===== src/design/sjrc_pkg.sv =====
// Shared types and codes for the shredder jam retry controller.
// No dependencies; the controller, torque and core files import this package.
package sjrc_pkg;

  // Operation codes carried by an input word.
  localparam logic [1:0] OP_TICK  = 2'd0;
  localparam logic [1:0] OP_START = 2'd1;
  localparam logic [1:0] OP_STOP  = 2'd2;
  localparam logic [1:0] OP_CLEAR = 2'd3;

  // Drive mode codes, also reported as the command field.
  localparam logic [2:0] M_STOP  = 3'd0;
  localparam logic [2:0] M_FWD   = 3'd1;
  localparam logic [2:0] M_DWELL = 3'd2;
  localparam logic [2:0] M_RSTOP = 3'd3;
  localparam logic [2:0] M_REV   = 3'd4;
  localparam logic [2:0] M_FAULT = 3'd5;

  // Configuration register indexes.
  localparam logic [2:0] REG_NO_LOAD   = 3'd0;
  localparam logic [2:0] REG_GAIN      = 3'd1;
  localparam logic [2:0] REG_CAL       = 3'd2;
  localparam logic [2:0] REG_RUN_RPM   = 3'd3;
  localparam logic [2:0] REG_REV_TIME  = 3'd4;
  localparam logic [2:0] REG_RETRY_LIM = 3'd5;
  localparam logic [2:0] REG_TRIP      = 3'd6;
  localparam logic [2:0] REG_OVL_TIME  = 3'd7;

  localparam int unsigned CFG_DATA_W = 24;
  localparam logic [23:0] TRIP_RESET = 24'hFFFFFF;

  // Scale of the speed deficit percentage.
  localparam logic [16:0] PERCENT_SCALE = 17'd100;

  typedef struct packed {
    logic [15:0] no_load_current_ma;
    logic [15:0] torque_gain;
    logic        calibrated;
    logic [7:0]  run_rpm;
    logic [15:0] reverse_time_ms;
    logic [7:0]  retry_limit;
    logic [23:0] trip_torque_mnm;
    logic [15:0] overload_time_ms;
  } sjrc_cfg_t;

  typedef struct packed {
    logic [1:0]  op;
    logic [31:0] now_ms;
    logic [15:0] current_ma;
    logic [9:0]  cutter_speed_rpm;
    logic        permission_ok;
    logic        heater_or_screw_on;
    logic        lockout_confirmed;
  } sjrc_item_t;

  // Item after the torque stage.
  typedef struct packed {
    sjrc_item_t  item;
    logic [23:0] torque;
  } sjrc_tq_item_t;

  typedef struct packed {
    logic [2:0]  command;
    logic [7:0]  drive_rpm;
    logic [7:0]  retries_done;
    logic [23:0] torque_estimate_mnm;
    logic        accepted;
  } sjrc_result_t;

endpackage


===== src/design/sjrc_ifs.sv =====
// Valid/ready channel interfaces for input and result words.
// Depends on nothing; field widths follow the controller's item format.
interface sjrc_in_if;
  logic        valid;
  logic        ready;
  logic [1:0]  op;
  logic [31:0] now_ms;
  logic [15:0] current_ma;
  logic [9:0]  cutter_speed_rpm;
  logic        permission_ok;
  logic        heater_or_screw_on;
  logic        lockout_confirmed;

  modport source (
    output valid, op, now_ms, current_ma, cutter_speed_rpm,
           permission_ok, heater_or_screw_on, lockout_confirmed,
    input  ready
  );
  modport sink (
    input  valid, op, now_ms, current_ma, cutter_speed_rpm,
           permission_ok, heater_or_screw_on, lockout_confirmed,
    output ready
  );
endinterface

interface sjrc_out_if;
  logic        valid;
  logic        ready;
  logic [2:0]  command;
  logic [7:0]  drive_rpm;
  logic [7:0]  retries_done;
  logic [23:0] torque_estimate_mnm;
  logic        accepted;

  modport source (
    output valid, command, drive_rpm, retries_done, torque_estimate_mnm, accepted,
    input  ready
  );
  modport sink (
    input  valid, command, drive_rpm, retries_done, torque_estimate_mnm, accepted,
    output ready
  );
endinterface


===== src/design/shredder_jam_retry_controller.sv =====
// Shredder jam retry controller. One result word is returned for every input
// word, in order, and is presented on the channel from the result register;
// a new word is taken every cycle unless a result word is stalled, so sustained
// throughput is one word per clock. The pipeline is an
// input register, the torque multiply stage and the mode sequencer with its
// result register; all stages advance together whenever the result register
// is empty or its word is being taken. Configuration is written through
// cfg_we/cfg_index/cfg_data and should change only while no word is in flight.
// Depends on sjrc_pkg, sjrc_ifs, sjrc_torque and sjrc_core.
module shredder_jam_retry_controller
  import sjrc_pkg::*;
#(
  parameter int unsigned RETRY_STOP_MS         = 200,
  parameter int unsigned STARTUP_GRACE_MS      = 1000,
  parameter int unsigned SENSOR_SAT_MA         = 30000,
  parameter int unsigned SPEED_DEFICIT_PERCENT = 50
) (
  input  logic                  clk,
  input  logic                  rst,
  input  logic                  cfg_we,
  input  logic [2:0]            cfg_index,
  input  logic [CFG_DATA_W-1:0] cfg_data,
  sjrc_in_if.sink               item_in,
  sjrc_out_if.source            result_out
);

  sjrc_cfg_t     cfg;
  logic          advance;
  logic          s0_valid;
  sjrc_item_t    s0_item;
  logic          s1_valid;
  sjrc_tq_item_t s1_word;
  logic          res_valid;
  sjrc_result_t  res;

  // Configuration registers.
  always_ff @(posedge clk) begin
    if (rst) begin
      cfg.no_load_current_ma <= 16'd0;
      cfg.torque_gain        <= 16'd0;
      cfg.calibrated         <= 1'b0;
      cfg.run_rpm            <= 8'd0;
      cfg.reverse_time_ms    <= 16'd0;
      cfg.retry_limit        <= 8'd0;
      cfg.trip_torque_mnm    <= TRIP_RESET;
      cfg.overload_time_ms   <= 16'd0;
    end else if (cfg_we) begin
      unique case (cfg_index)
        REG_NO_LOAD:   cfg.no_load_current_ma <= cfg_data[15:0];
        REG_GAIN:      cfg.torque_gain        <= cfg_data[15:0];
        REG_CAL:       cfg.calibrated         <= cfg_data[0];
        REG_RUN_RPM:   cfg.run_rpm            <= cfg_data[7:0];
        REG_REV_TIME:  cfg.reverse_time_ms    <= cfg_data[15:0];
        REG_RETRY_LIM: cfg.retry_limit        <= cfg_data[7:0];
        REG_TRIP:      cfg.trip_torque_mnm    <= cfg_data[23:0];
        REG_OVL_TIME:  cfg.overload_time_ms   <= cfg_data[15:0];
        default:       cfg.calibrated         <= cfg.calibrated;
      endcase
    end
  end

  // The whole pipeline moves when the result register can take a word.
  assign advance       = !res_valid || result_out.ready;
  assign item_in.ready = advance;

  // Input register.
  always_ff @(posedge clk) begin
    if (rst) begin
      s0_valid <= 1'b0;
    end else if (advance) begin
      s0_valid <= item_in.valid;
    end
  end

  always_ff @(posedge clk) begin
    if (advance) begin
      s0_item.op                 <= item_in.op;
      s0_item.now_ms             <= item_in.now_ms;
      s0_item.current_ma         <= item_in.current_ma;
      s0_item.cutter_speed_rpm   <= item_in.cutter_speed_rpm;
      s0_item.permission_ok      <= item_in.permission_ok;
      s0_item.heater_or_screw_on <= item_in.heater_or_screw_on;
      s0_item.lockout_confirmed  <= item_in.lockout_confirmed;
    end
  end

  sjrc_torque u_torque (
    .clk       (clk),
    .rst       (rst),
    .advance   (advance),
    .cfg       (cfg),
    .in_valid  (s0_valid),
    .in_item   (s0_item),
    .out_valid (s1_valid),
    .out_word  (s1_word)
  );

  sjrc_core #(
    .RETRY_STOP_MS         (RETRY_STOP_MS),
    .STARTUP_GRACE_MS      (STARTUP_GRACE_MS),
    .SENSOR_SAT_MA         (SENSOR_SAT_MA),
    .SPEED_DEFICIT_PERCENT (SPEED_DEFICIT_PERCENT)
  ) u_core (
    .clk       (clk),
    .rst       (rst),
    .advance   (advance),
    .cfg       (cfg),
    .in_valid  (s1_valid),
    .in_word   (s1_word),
    .res_valid (res_valid),
    .res       (res)
  );

  // Result channel.
  assign result_out.valid               = res_valid;
  assign result_out.command             = res.command;
  assign result_out.drive_rpm           = res.drive_rpm;
  assign result_out.retries_done        = res.retries_done;
  assign result_out.torque_estimate_mnm = res.torque_estimate_mnm;
  assign result_out.accepted            = res.accepted;

  // A stalled result word holds back the input side.
  a_stall_blocks_input: assert property (@(posedge clk) disable iff (rst)
    (result_out.valid && !result_out.ready) |-> !item_in.ready)
    else $error("input accepted while result word is stalled");

  // Stopped, retry stop and fault latched never drive the motor.
  a_idle_modes_no_speed: assert property (@(posedge clk) disable iff (rst)
    (result_out.valid && (result_out.command == M_FAULT ||
                          result_out.command == M_STOP ||
                          result_out.command == M_RSTOP))
    |-> (result_out.drive_rpm == 8'd0))
    else $error("nonzero drive speed in a stopped mode");

  // A start refused while uncalibrated; an uncalibrated drive reports no torque.
  a_uncal_no_torque: assert property (@(posedge clk) disable iff (rst)
    (result_out.valid && !cfg.calibrated) |-> (result_out.torque_estimate_mnm == 24'd0))
    else $error("torque reported without calibration");

endmodule


===== src/design/sjrc_torque.sv =====
// Torque estimation stage: one 16x16 multiply, registered with the word.
// Depends on sjrc_pkg.
module sjrc_torque
  import sjrc_pkg::*;
(
  input  logic          clk,
  input  logic          rst,
  input  logic          advance,
  input  sjrc_cfg_t     cfg,
  input  logic          in_valid,
  input  sjrc_item_t    in_item,
  output logic          out_valid,
  output sjrc_tq_item_t out_word
);

  logic [15:0] load_ma;
  logic [31:0] product;

  // Load current above no-load, clamped at zero, times the Q8.8 gain.
  always_comb begin
    load_ma = (in_item.current_ma > cfg.no_load_current_ma) ?
              (in_item.current_ma - cfg.no_load_current_ma) : 16'd0;
    product = {16'd0, load_ma} * {16'd0, cfg.torque_gain};
  end

  always_ff @(posedge clk) begin
    if (rst) begin
      out_valid <= 1'b0;
    end else if (advance) begin
      out_valid <= in_valid;
    end
  end

  always_ff @(posedge clk) begin
    if (advance) begin
      out_word.item   <= in_item;
      out_word.torque <= cfg.calibrated ? product[31:8] : 24'd0;
    end
  end

endmodule


===== src/design/sjrc_core.sv =====
// Mode sequencer: applies one command word to the controller state and
// registers the result word. Depends on sjrc_pkg.
module sjrc_core
  import sjrc_pkg::*;
#(
  parameter int unsigned RETRY_STOP_MS         = 200,
  parameter int unsigned STARTUP_GRACE_MS      = 1000,
  parameter int unsigned SENSOR_SAT_MA         = 30000,
  parameter int unsigned SPEED_DEFICIT_PERCENT = 50
) (
  input  logic          clk,
  input  logic          rst,
  input  logic          advance,
  input  sjrc_cfg_t     cfg,
  input  logic          in_valid,
  input  sjrc_tq_item_t in_word,
  output logic          res_valid,
  output sjrc_result_t  res
);

  // Controller state.
  logic [2:0]  mode;
  logic [7:0]  retries;
  logic        overload_flag;
  logic [31:0] forward_start_time;
  logic [31:0] overload_start_time;
  logic [31:0] stop_deadline;
  logic [31:0] reverse_deadline;

  logic [2:0]  mode_next;
  logic [7:0]  retries_next;
  logic        overload_flag_next;
  logic [31:0] forward_start_time_next;
  logic [31:0] overload_start_time_next;
  logic [31:0] stop_deadline_next;
  logic [31:0] reverse_deadline_next;
  logic        acc;
  logic [7:0]  rpm;

  logic [31:0] now;
  logic        interlock_ok;
  logic        past_grace;
  logic        slow;
  logic        over;
  logic        dwell_done;
  logic [2:0]  mode_cur;

  // Overload detection, evaluated in parallel with the sequencer.
  always_comb begin
    now          = in_word.item.now_ms;
    interlock_ok = in_word.item.permission_ok && !in_word.item.heater_or_screw_on;
    past_grace   = (now - forward_start_time) >= 32'(STARTUP_GRACE_MS);
    slow         = ({7'd0, in_word.item.cutter_speed_rpm} * PERCENT_SCALE) <
                   (17'(SPEED_DEFICIT_PERCENT) * {9'd0, cfg.run_rpm});
    over         = past_grace &&
                   ((in_word.torque >= cfg.trip_torque_mnm) ||
                    ((in_word.item.current_ma >= 16'(SENSOR_SAT_MA)) && slow));
    dwell_done   = (now - overload_start_time) >= {16'd0, cfg.overload_time_ms};
    // Codes beyond fault latched behave as stop.
    mode_cur     = (mode > M_FAULT) ? M_STOP : mode;
  end

  // Next state for one word.
  always_comb begin
    mode_next                = mode_cur;
    retries_next             = retries;
    overload_flag_next       = overload_flag;
    forward_start_time_next  = forward_start_time;
    overload_start_time_next = overload_start_time;
    stop_deadline_next       = stop_deadline;
    reverse_deadline_next    = reverse_deadline;
    acc                      = 1'b1;

    unique case (in_word.item.op)
      OP_TICK: begin
        if (mode_cur == M_FWD || mode_cur == M_DWELL ||
            mode_cur == M_RSTOP || mode_cur == M_REV) begin
          if (!interlock_ok) begin
            mode_next          = M_FAULT;
            overload_flag_next = 1'b0;
          end else if (mode_cur == M_RSTOP) begin
            if (now >= stop_deadline) begin
              if (retries != 8'hFF) retries_next = retries + 8'd1;
              mode_next             = M_REV;
              reverse_deadline_next = now + {16'd0, cfg.reverse_time_ms};
            end
          end else if (mode_cur == M_REV) begin
            if (now >= reverse_deadline) begin
              if (retries >= cfg.retry_limit) begin
                mode_next          = M_FAULT;
                overload_flag_next = 1'b0;
              end else begin
                mode_next               = M_FWD;
                overload_flag_next      = 1'b0;
                forward_start_time_next = now;
              end
            end
          end else if (!over) begin
            overload_flag_next = 1'b0;
            mode_next          = M_FWD;
          end else if (!overload_flag) begin
            overload_flag_next       = 1'b1;
            overload_start_time_next = now;
            mode_next                = M_DWELL;
          end else if (dwell_done) begin
            mode_next          = M_RSTOP;
            stop_deadline_next = now + 32'(RETRY_STOP_MS);
            overload_flag_next = 1'b0;
          end
        end
      end
      OP_START: begin
        if (!cfg.calibrated || !interlock_ok || mode_cur == M_FAULT) begin
          acc = 1'b0;
        end else begin
          mode_next               = M_FWD;
          retries_next            = 8'd0;
          overload_flag_next      = 1'b0;
          forward_start_time_next = now;
        end
      end
      OP_STOP: begin
        mode_next          = M_STOP;
        overload_flag_next = 1'b0;
      end
      OP_CLEAR: begin
        if (mode_cur != M_FAULT || !in_word.item.lockout_confirmed || !interlock_ok) begin
          acc = 1'b0;
        end else begin
          mode_next          = M_STOP;
          overload_flag_next = 1'b0;
          retries_next       = 8'd0;
        end
      end
      default: begin
        acc = 1'b1;
      end
    endcase
  end

  // Drive speed for the resulting mode; reverse runs at half speed.
  always_comb begin
    case (mode_next)
      M_FWD, M_DWELL: rpm = cfg.run_rpm;
      M_REV:          rpm = cfg.run_rpm >> 1;
      default:        rpm = 8'd0;
    endcase
  end

  always_ff @(posedge clk) begin
    if (rst) begin
      mode                <= M_STOP;
      retries             <= 8'd0;
      overload_flag       <= 1'b0;
      forward_start_time  <= 32'd0;
      overload_start_time <= 32'd0;
      stop_deadline       <= 32'd0;
      reverse_deadline    <= 32'd0;
      res_valid           <= 1'b0;
    end else if (advance) begin
      res_valid <= in_valid;
      if (in_valid) begin
        mode                <= mode_next;
        retries             <= retries_next;
        overload_flag       <= overload_flag_next;
        forward_start_time  <= forward_start_time_next;
        overload_start_time <= overload_start_time_next;
        stop_deadline       <= stop_deadline_next;
        reverse_deadline    <= reverse_deadline_next;
      end
    end
  end

  // Result register.
  always_ff @(posedge clk) begin
    if (advance) begin
      res.command             <= mode_next;
      res.drive_rpm           <= rpm;
      res.retries_done        <= retries_next;
      res.torque_estimate_mnm <= in_word.torque;
      res.accepted            <= acc;
    end
  end

endmodule

===== src/flat_wrapper.sv =====
// flat-port wrapper written by rule: the top's interface ports become plain ports
module shredder_jam_retry_controller_flat import sjrc_pkg::*;
#(
  parameter int unsigned RETRY_STOP_MS         = 200,
  parameter int unsigned STARTUP_GRACE_MS      = 1000,
  parameter int unsigned SENSOR_SAT_MA         = 30000,
  parameter int unsigned SPEED_DEFICIT_PERCENT = 50
)
  (clk, rst, cfg_we, cfg_index, cfg_data, item_in_valid, item_in_op, item_in_now_ms, item_in_current_ma, item_in_cutter_speed_rpm, item_in_permission_ok, item_in_heater_or_screw_on, item_in_lockout_confirmed, item_in_ready, result_out_valid, result_out_command, result_out_drive_rpm, result_out_retries_done, result_out_torque_estimate_mnm, result_out_accepted, result_out_ready);
  sjrc_in_if item_in_i ();
  sjrc_out_if result_out_i ();
  input  logic clk;
  input  logic rst;
  input  logic cfg_we;
  input  logic [2:0] cfg_index;
  input  logic [CFG_DATA_W-1:0] cfg_data;
  input wire logic [$bits(item_in_i.valid)-1:0] item_in_valid;
  input wire logic [$bits(item_in_i.op)-1:0] item_in_op;
  input wire logic [$bits(item_in_i.now_ms)-1:0] item_in_now_ms;
  input wire logic [$bits(item_in_i.current_ma)-1:0] item_in_current_ma;
  input wire logic [$bits(item_in_i.cutter_speed_rpm)-1:0] item_in_cutter_speed_rpm;
  input wire logic [$bits(item_in_i.permission_ok)-1:0] item_in_permission_ok;
  input wire logic [$bits(item_in_i.heater_or_screw_on)-1:0] item_in_heater_or_screw_on;
  input wire logic [$bits(item_in_i.lockout_confirmed)-1:0] item_in_lockout_confirmed;
  output wire logic [$bits(item_in_i.ready)-1:0] item_in_ready;
  output wire logic [$bits(result_out_i.valid)-1:0] result_out_valid;
  output wire logic [$bits(result_out_i.command)-1:0] result_out_command;
  output wire logic [$bits(result_out_i.drive_rpm)-1:0] result_out_drive_rpm;
  output wire logic [$bits(result_out_i.retries_done)-1:0] result_out_retries_done;
  output wire logic [$bits(result_out_i.torque_estimate_mnm)-1:0] result_out_torque_estimate_mnm;
  output wire logic [$bits(result_out_i.accepted)-1:0] result_out_accepted;
  input wire logic [$bits(result_out_i.ready)-1:0] result_out_ready;
  assign item_in_i.valid = item_in_valid;
  assign item_in_i.op = item_in_op;
  assign item_in_i.now_ms = item_in_now_ms;
  assign item_in_i.current_ma = item_in_current_ma;
  assign item_in_i.cutter_speed_rpm = item_in_cutter_speed_rpm;
  assign item_in_i.permission_ok = item_in_permission_ok;
  assign item_in_i.heater_or_screw_on = item_in_heater_or_screw_on;
  assign item_in_i.lockout_confirmed = item_in_lockout_confirmed;
  assign item_in_ready = item_in_i.ready;
  assign result_out_valid = result_out_i.valid;
  assign result_out_command = result_out_i.command;
  assign result_out_drive_rpm = result_out_i.drive_rpm;
  assign result_out_retries_done = result_out_i.retries_done;
  assign result_out_torque_estimate_mnm = result_out_i.torque_estimate_mnm;
  assign result_out_accepted = result_out_i.accepted;
  assign result_out_i.ready = result_out_ready;
  shredder_jam_retry_controller #(.RETRY_STOP_MS(RETRY_STOP_MS), .STARTUP_GRACE_MS(STARTUP_GRACE_MS), .SENSOR_SAT_MA(SENSOR_SAT_MA), .SPEED_DEFICIT_PERCENT(SPEED_DEFICIT_PERCENT)) u_core (.clk(clk), .rst(rst), .cfg_we(cfg_we), .cfg_index(cfg_index), .cfg_data(cfg_data), .item_in(item_in_i), .result_out(result_out_i));
endmodule

===== config.mk =====
export PLATFORM = sky130hd
export DESIGN_NAME = shredder_jam_retry_controller_flat
export DESIGN_NICKNAME = d
export VERILOG_FILES = /design/src/design/sjrc_pkg.sv /design/src/design/sjrc_ifs.sv /design/src/design/shredder_jam_retry_controller.sv /design/src/design/sjrc_torque.sv /design/src/design/sjrc_core.sv /design/src/flat_wrapper.sv
export SDC_FILE = /design/constraint.sdc
export NUM_CORES = 2
export LEC_CHECK = 0
export BUFFER_PORTS_ARGS = -buffer_cell sky130_fd_sc_hd__buf_2
export CORE_MARGIN = 2
export CORE_UTILIZATION = 35
export DETAILED_ROUTE_END_ITERATION = 7
export GPL_ROUTABILITY_DRIVEN = 0
export PLACE_DENSITY = 0.6
export SLEW_MARGIN = 20
export SYNTH_ARGS = -nofsm -noshare
export SYNTH_HDL_FRONTEND = slang
export SYNTH_HIERARCHICAL = 1
export SYNTH_SLANG_ARGS = --single-unit

===== constraint.sdc =====
create_clock -name clk -period 12.2 [get_ports clk]
set_input_delay 3.66 -clock clk [delete_from_list [all_inputs] [get_ports clk]]
set_output_delay 3.66 -clock clk [all_outputs]
set_load 0.1 [all_outputs]

== Yosys cells after proc, flatten, opt, wreduce, memory -nomap -nowiden ==
Index checks and enable logic that the tools add are counted.
Storage, ports and cells
  input bits: 95
  output and inout port bits: 46
  flip-flop bits (word level): 442
  word-level logic and storage cells: 171
Operators by class
  equality and inequality tests: 30
  mux-type cells: 46
  reductions and logical operators: 35
  $add $sub $neg: 6
  bitwise operators: 3
  $mul: 3
  $lt $le $gt $ge: 10
Operator list (number)
  $mux W32: 7
  $ge A32 B32 Y1: 2
  $pmux W32 S2: 1
  $sub A32 B32 Y32: 2
  $mux W8: 7
  $mux W3: 13
  $add A32 B16 Y32: 1
  $add A32 B8 Y32 const B: 1
  $ge A32 B10 Y1 const B: 1
  $ge A32 B16 Y1: 1
  $mul A16 B16 Y32: 1
  $ge A24 B24 Y1: 1
  $pmux W8 S3: 1
  $eq A3 B3 Y1 const B: 7
  $reduce_and A10 Y1: 2
  $reduce_and A2 Y1: 9
  $lt A17 B14 Y1: 1
  $ge A16 B15 Y1 const B: 1
  $gt A16 B16 Y1: 1
  $mux W16: 1
  $ne A2 B2 Y1 const B: 8
  $pmux W8 S2: 1
  $sub A16 B16 Y16: 1
  $eq A3 B2 Y1 const B: 5
  25 further kinds: 57

== Longest topological paths before layout ==
  word-level depth: 14
  gate-level depth with buffers: 34

== Hierarchy ==
The synthesis kept the hierarchy.
By module, submodules not included
  sjrc_core: area each 17584.4 um^2, seq. area each 4144.0 um^2, instances 1, cells an instance 2190
  sjrc_torque: area each 12415.7 um^2, seq. area each 2632.5 um^2, instances 1, cells an instance 1256
  shredder_jam_retry_controller: area each 5826.8 um^2, seq. area each 4013.8 um^2, instances 1, cells an instance 540

== Worst setup path before layout ==
OpenSTA, ideal clock, no wires.
  path type: input port to output port
  start: input port result_out_ready
  end: output port item_in_ready
  setup slack: -588 ps
  arrival: 9128 ps
  stages on the path: 1
  cells stage by stage: nand2b_1
On the way
  cells in the longest elaborated chain, start to end: 1
Ends and longest elaborated chain
  start, declared: line flat_wrapper.sv:32  | input wire logic [$bits(result_out_i.ready)-1:0] result_out_ready;
  $logic_or A1 B1 Y1: line shredder_jam_retry_controller.sv:63  | assign advance = !res_valid || result_out.ready;
  end, declared: line flat_wrapper.sv:25  | output wire logic [$bits(item_in_i.ready)-1:0] item_in_ready;
Every way passes these cells.

== Worst setup path after layout ==
  start: register u_core/s0_item[25] in the netlist's numbering
  end: register u_core/u_torque/out_word[21] in the netlist's numbering, data pin
On the way
  cells in the longest elaborated chain, start to end: 3
  elaborated cells on any way between the ends: 4
Ends and longest elaborated chain
  start, declared: line shredder_jam_retry_controller.sv:30  | sjrc_item_t s0_item;
  $sub A16 B16 Y16 or $gt A16 B16 Y1 (tied branches): line sjrc_torque.sv:22, sjrc_torque.sv:21
  $mux W16 *: line sjrc_torque.sv:21  | load_ma = (in_item.current_ma > cfg.no_load_current_ma) ?
  $mul A16 B16 Y32 *: line sjrc_torque.sv:23  | product = {16'd0, load_ma} * {16'd0, cfg.torque_gain};
  end, declared: line sjrc_torque.sv:13  | output sjrc_tq_item_t out_word
Mark *: on every way between the ends. The rest lies on a longest branch, timed or not.
A chain may end at the register's enable or synchronous reset.

==> results.md <==
- Worst Setup Path Type: reg2reg
- Total wire length: between 90 and 100 mm
- P per Cell Area: 102 nW/um^2
- Setup TNS: 0 ns
- Reg power frac: ~40%
- Clk pwr share: 40.0%
- Max layer used: met5
- Pre-CTS setup slack: 3.33 ns
- Max Cap Violations: 0
- First-pass GRT wire length: 152 mm
- Mapped Nets: 4665
- Met1 WL: ~44 mm
- PostCTS Resize Cnt: 0
- GRT overflow: 0
- Avg WL per Cell: 17.6 um
- Slowest-stage cell, CP: nor2_1
- Final Hold Viols: 0
- RSZ-0062 raised after global routing: no
- Final worst-path cycle share: 72.5%
- CP arrival: 9.18 ns
- Reg2reg start: u_core/s0_item[25]
- Antenna-violating nets left: 0
- Avg Cell Area, Syn: ~9.0 um^2
- # rows: 117
- Reg2Reg Depth: 25
- Initial DRC Count: between 2000 and 2500
- CP Max Fanout: 14
- Clock-pin slew on the worst setup and hold paths: 0.06 ns
- Die area: 105000 um^2
- Most used cell, CP: fa_1
- Buffers from clock root to sink, at most: 3
- CTS Buf Count: 50
- Hpwl dp: roughly 72 mm
- Met2 routed WL: roughly 44 mm
- CTS Hold Bufs: 0
- Root cell of the clock tree: clkbuf_16
- # IOs: roughly 140
- Hold endpoint: u_core/u_torque/out_word[68]
- CTS tree: yes
- Hold depth: 0
- Postcts setup bufs: 0
- Global Route Usage Sum: a little under a fifth
- Multi-input logic area: 22400 um^2
- Reg2Reg Setup Slack: 3.35 ns
- Core area: around 100000 um^2
- Slew @ Worst Pin: 1.18 ns
- Post-layout minimum cycle time: 8.85 ns
- Router iterations before antenna repair: 8
- Port Buf Inserts: 140
- Final layout net count: 4715
- Relative slew margins: approximately a fifth
- Via/cell ratio: 5.22
- Clk_lat worst skew: 0.61 ns
- Vias in the first global route: 27200
- Initial Util: 35.2%
- H-Tree Depth: 2
- Initial antenna violation count: 17
- Met3 wire len: roughly 5.4 mm
- Critical path endpoint category: flop
- Hold Path Origin: u_core/s0_item[44]
- Reg2reg end: u_core/u_torque/out_word[21]
- Most frequent cells in the layout: inv_1, nand2_1, ha_1
- Status: finished clean
- Area grow syn2layout: 10.4%
- Commonest non-fill, non-tap cell in the layout: inv_1
- Comb pwr share: 19.8%
- Share of cells above drive strength 1: 8.42%
- Internal power: roughly 2.8 mW
- DR vias: 28400
- Syn Inst Count: 3982
- Net Sw Power: roughly 1.2 mW
- Leakage power: 17.0 nW
- Crit path launch type: flop
- CTS sink cnt: 438
- Switch share: 29.5%
- Post-synth design cell area: 35700 um^2
- Ys Warns: 6
- Fmax: 113 MHz
- Largest net degree at the start of global routing: between 100 and 150
- Register area: 10700 um^2
- Die width: 323 um
- Min-Delay Path Class: reg2reg
- Drc violations: 0
- WP data required: 12.53 ns
- Fillers: between 10000 and 15000
- Final WS setup: 3.35 ns
- CP peak stage delay: 0.82 ns
- Chip height: 323 um
- Slew Limit Fails: 0
- Skew final: about 0.021 ns
- Final setup violation count: 0
- Peak VDD IR: 91.6 uV
routing by layer:
metal / GRT usage [%] / vias to the layer above
met5: 0 / -
met4: 4.09 / 18
met3: 2.69 / 127
met2: 29.8 / 694
met1: 25.1 / 13800
li1: - / 13800
state kept, by name, summed over array words and instances (netlist names):
signal                             flops
u_core/u_core/stop_deadline           32
u_core/cfg                           105
u_core/u_core/mode                     3
u_core/u_core/res                     44
u_core/u_core/overload_start_time     32
u_core/u_core/retries                  8
u_core/u_torque/out_word              83
u_core/u_core/res_valid                1
u_core/u_core/forward_start_time      32
u_core/u_torque/out_valid              1
u_core/s0_item                        63
u_core/s0_valid                        1
u_core/u_core/overload_flag            1
u_core/u_core/reverse_deadline        32
layout make-up:
type                            instances  share of cell area, %
Tap cell                             1368                   4.34
Clock buffer                           67                   3.54
Sequential cell                       438                   27.1
Antenna cell                            4                 0.0254
Multi-Input combinational cell       2870                   56.9
Inverter                              495                   4.71
Clock inverter                         26                  0.905
Timing Repair Buffer                  177                   2.51
through the flow:
| step | hold slack, ns | instance area [um^2] | util, % | power [mW] | std cells |
|---|---|---|---|---|---|
| 5_1_grt | 0.418 | 39400 | 38.9 | 4.22 | 5442 |
| 3_5_place_dp | 0.405 | 37600 | 37.1 | 2.43 | 5348 |
| 6_report | 0.413 | 39400 | 38.9 | 4.02 | 5445 |
| 4_1_cts | 0.417 | 39400 | 38.8 | 4.06 | 5441 |
| 3_3_place_gp | 0.402 | 37600 | 37.1 | 2.42 | 5348 |
| 2_1_floorplan | 0.400 | 35700 | - | 2.20 | 3982 |
worst max-delay path, delay by kind of cell (launching register included):
kind / cells / cell delay (ns)
and+or+nand+nor: 6 / 1.96
DFF: 1 / 0.40
buffers and inverters: 3 / 0.15
adders and majority gates: 8 / 4.02
AOI/OAI and AO/OA: 8 / 2.06
power by group through the flow:
stage	Combinational (mW)	Clock, mW	Sequential, mW
after floorplan	0.541	0	1.66
after global placement	0.776	0	1.65
after detailed placement	0.785	0	1.65
after CTS	0.791	1.66	1.62
after global routing	0.887	1.71	1.62
final	0.795	1.61	1.61
how the worst max path moves through the flow:
stage | startpoint | to | cells past startpoint
2_1_floorplan | result_out_ready | item_in_ready | 1
3_3_place_gp | u_core/s0_item[25] | u_core/u_torque/out_word[21] | 27
3_5_place_dp | u_core/s0_item[25] | u_core/u_torque/out_word[21] | 25
4_1_cts | u_core/s0_item[25] | u_core/u_torque/out_word[21] | 25
5_1_grt | u_core/s0_item[25] | u_core/u_torque/out_word[21] | 25
6_report | u_core/s0_item[25] | u_core/u_torque/out_word[21] | 25
Power figures use the tool's default switching activity.
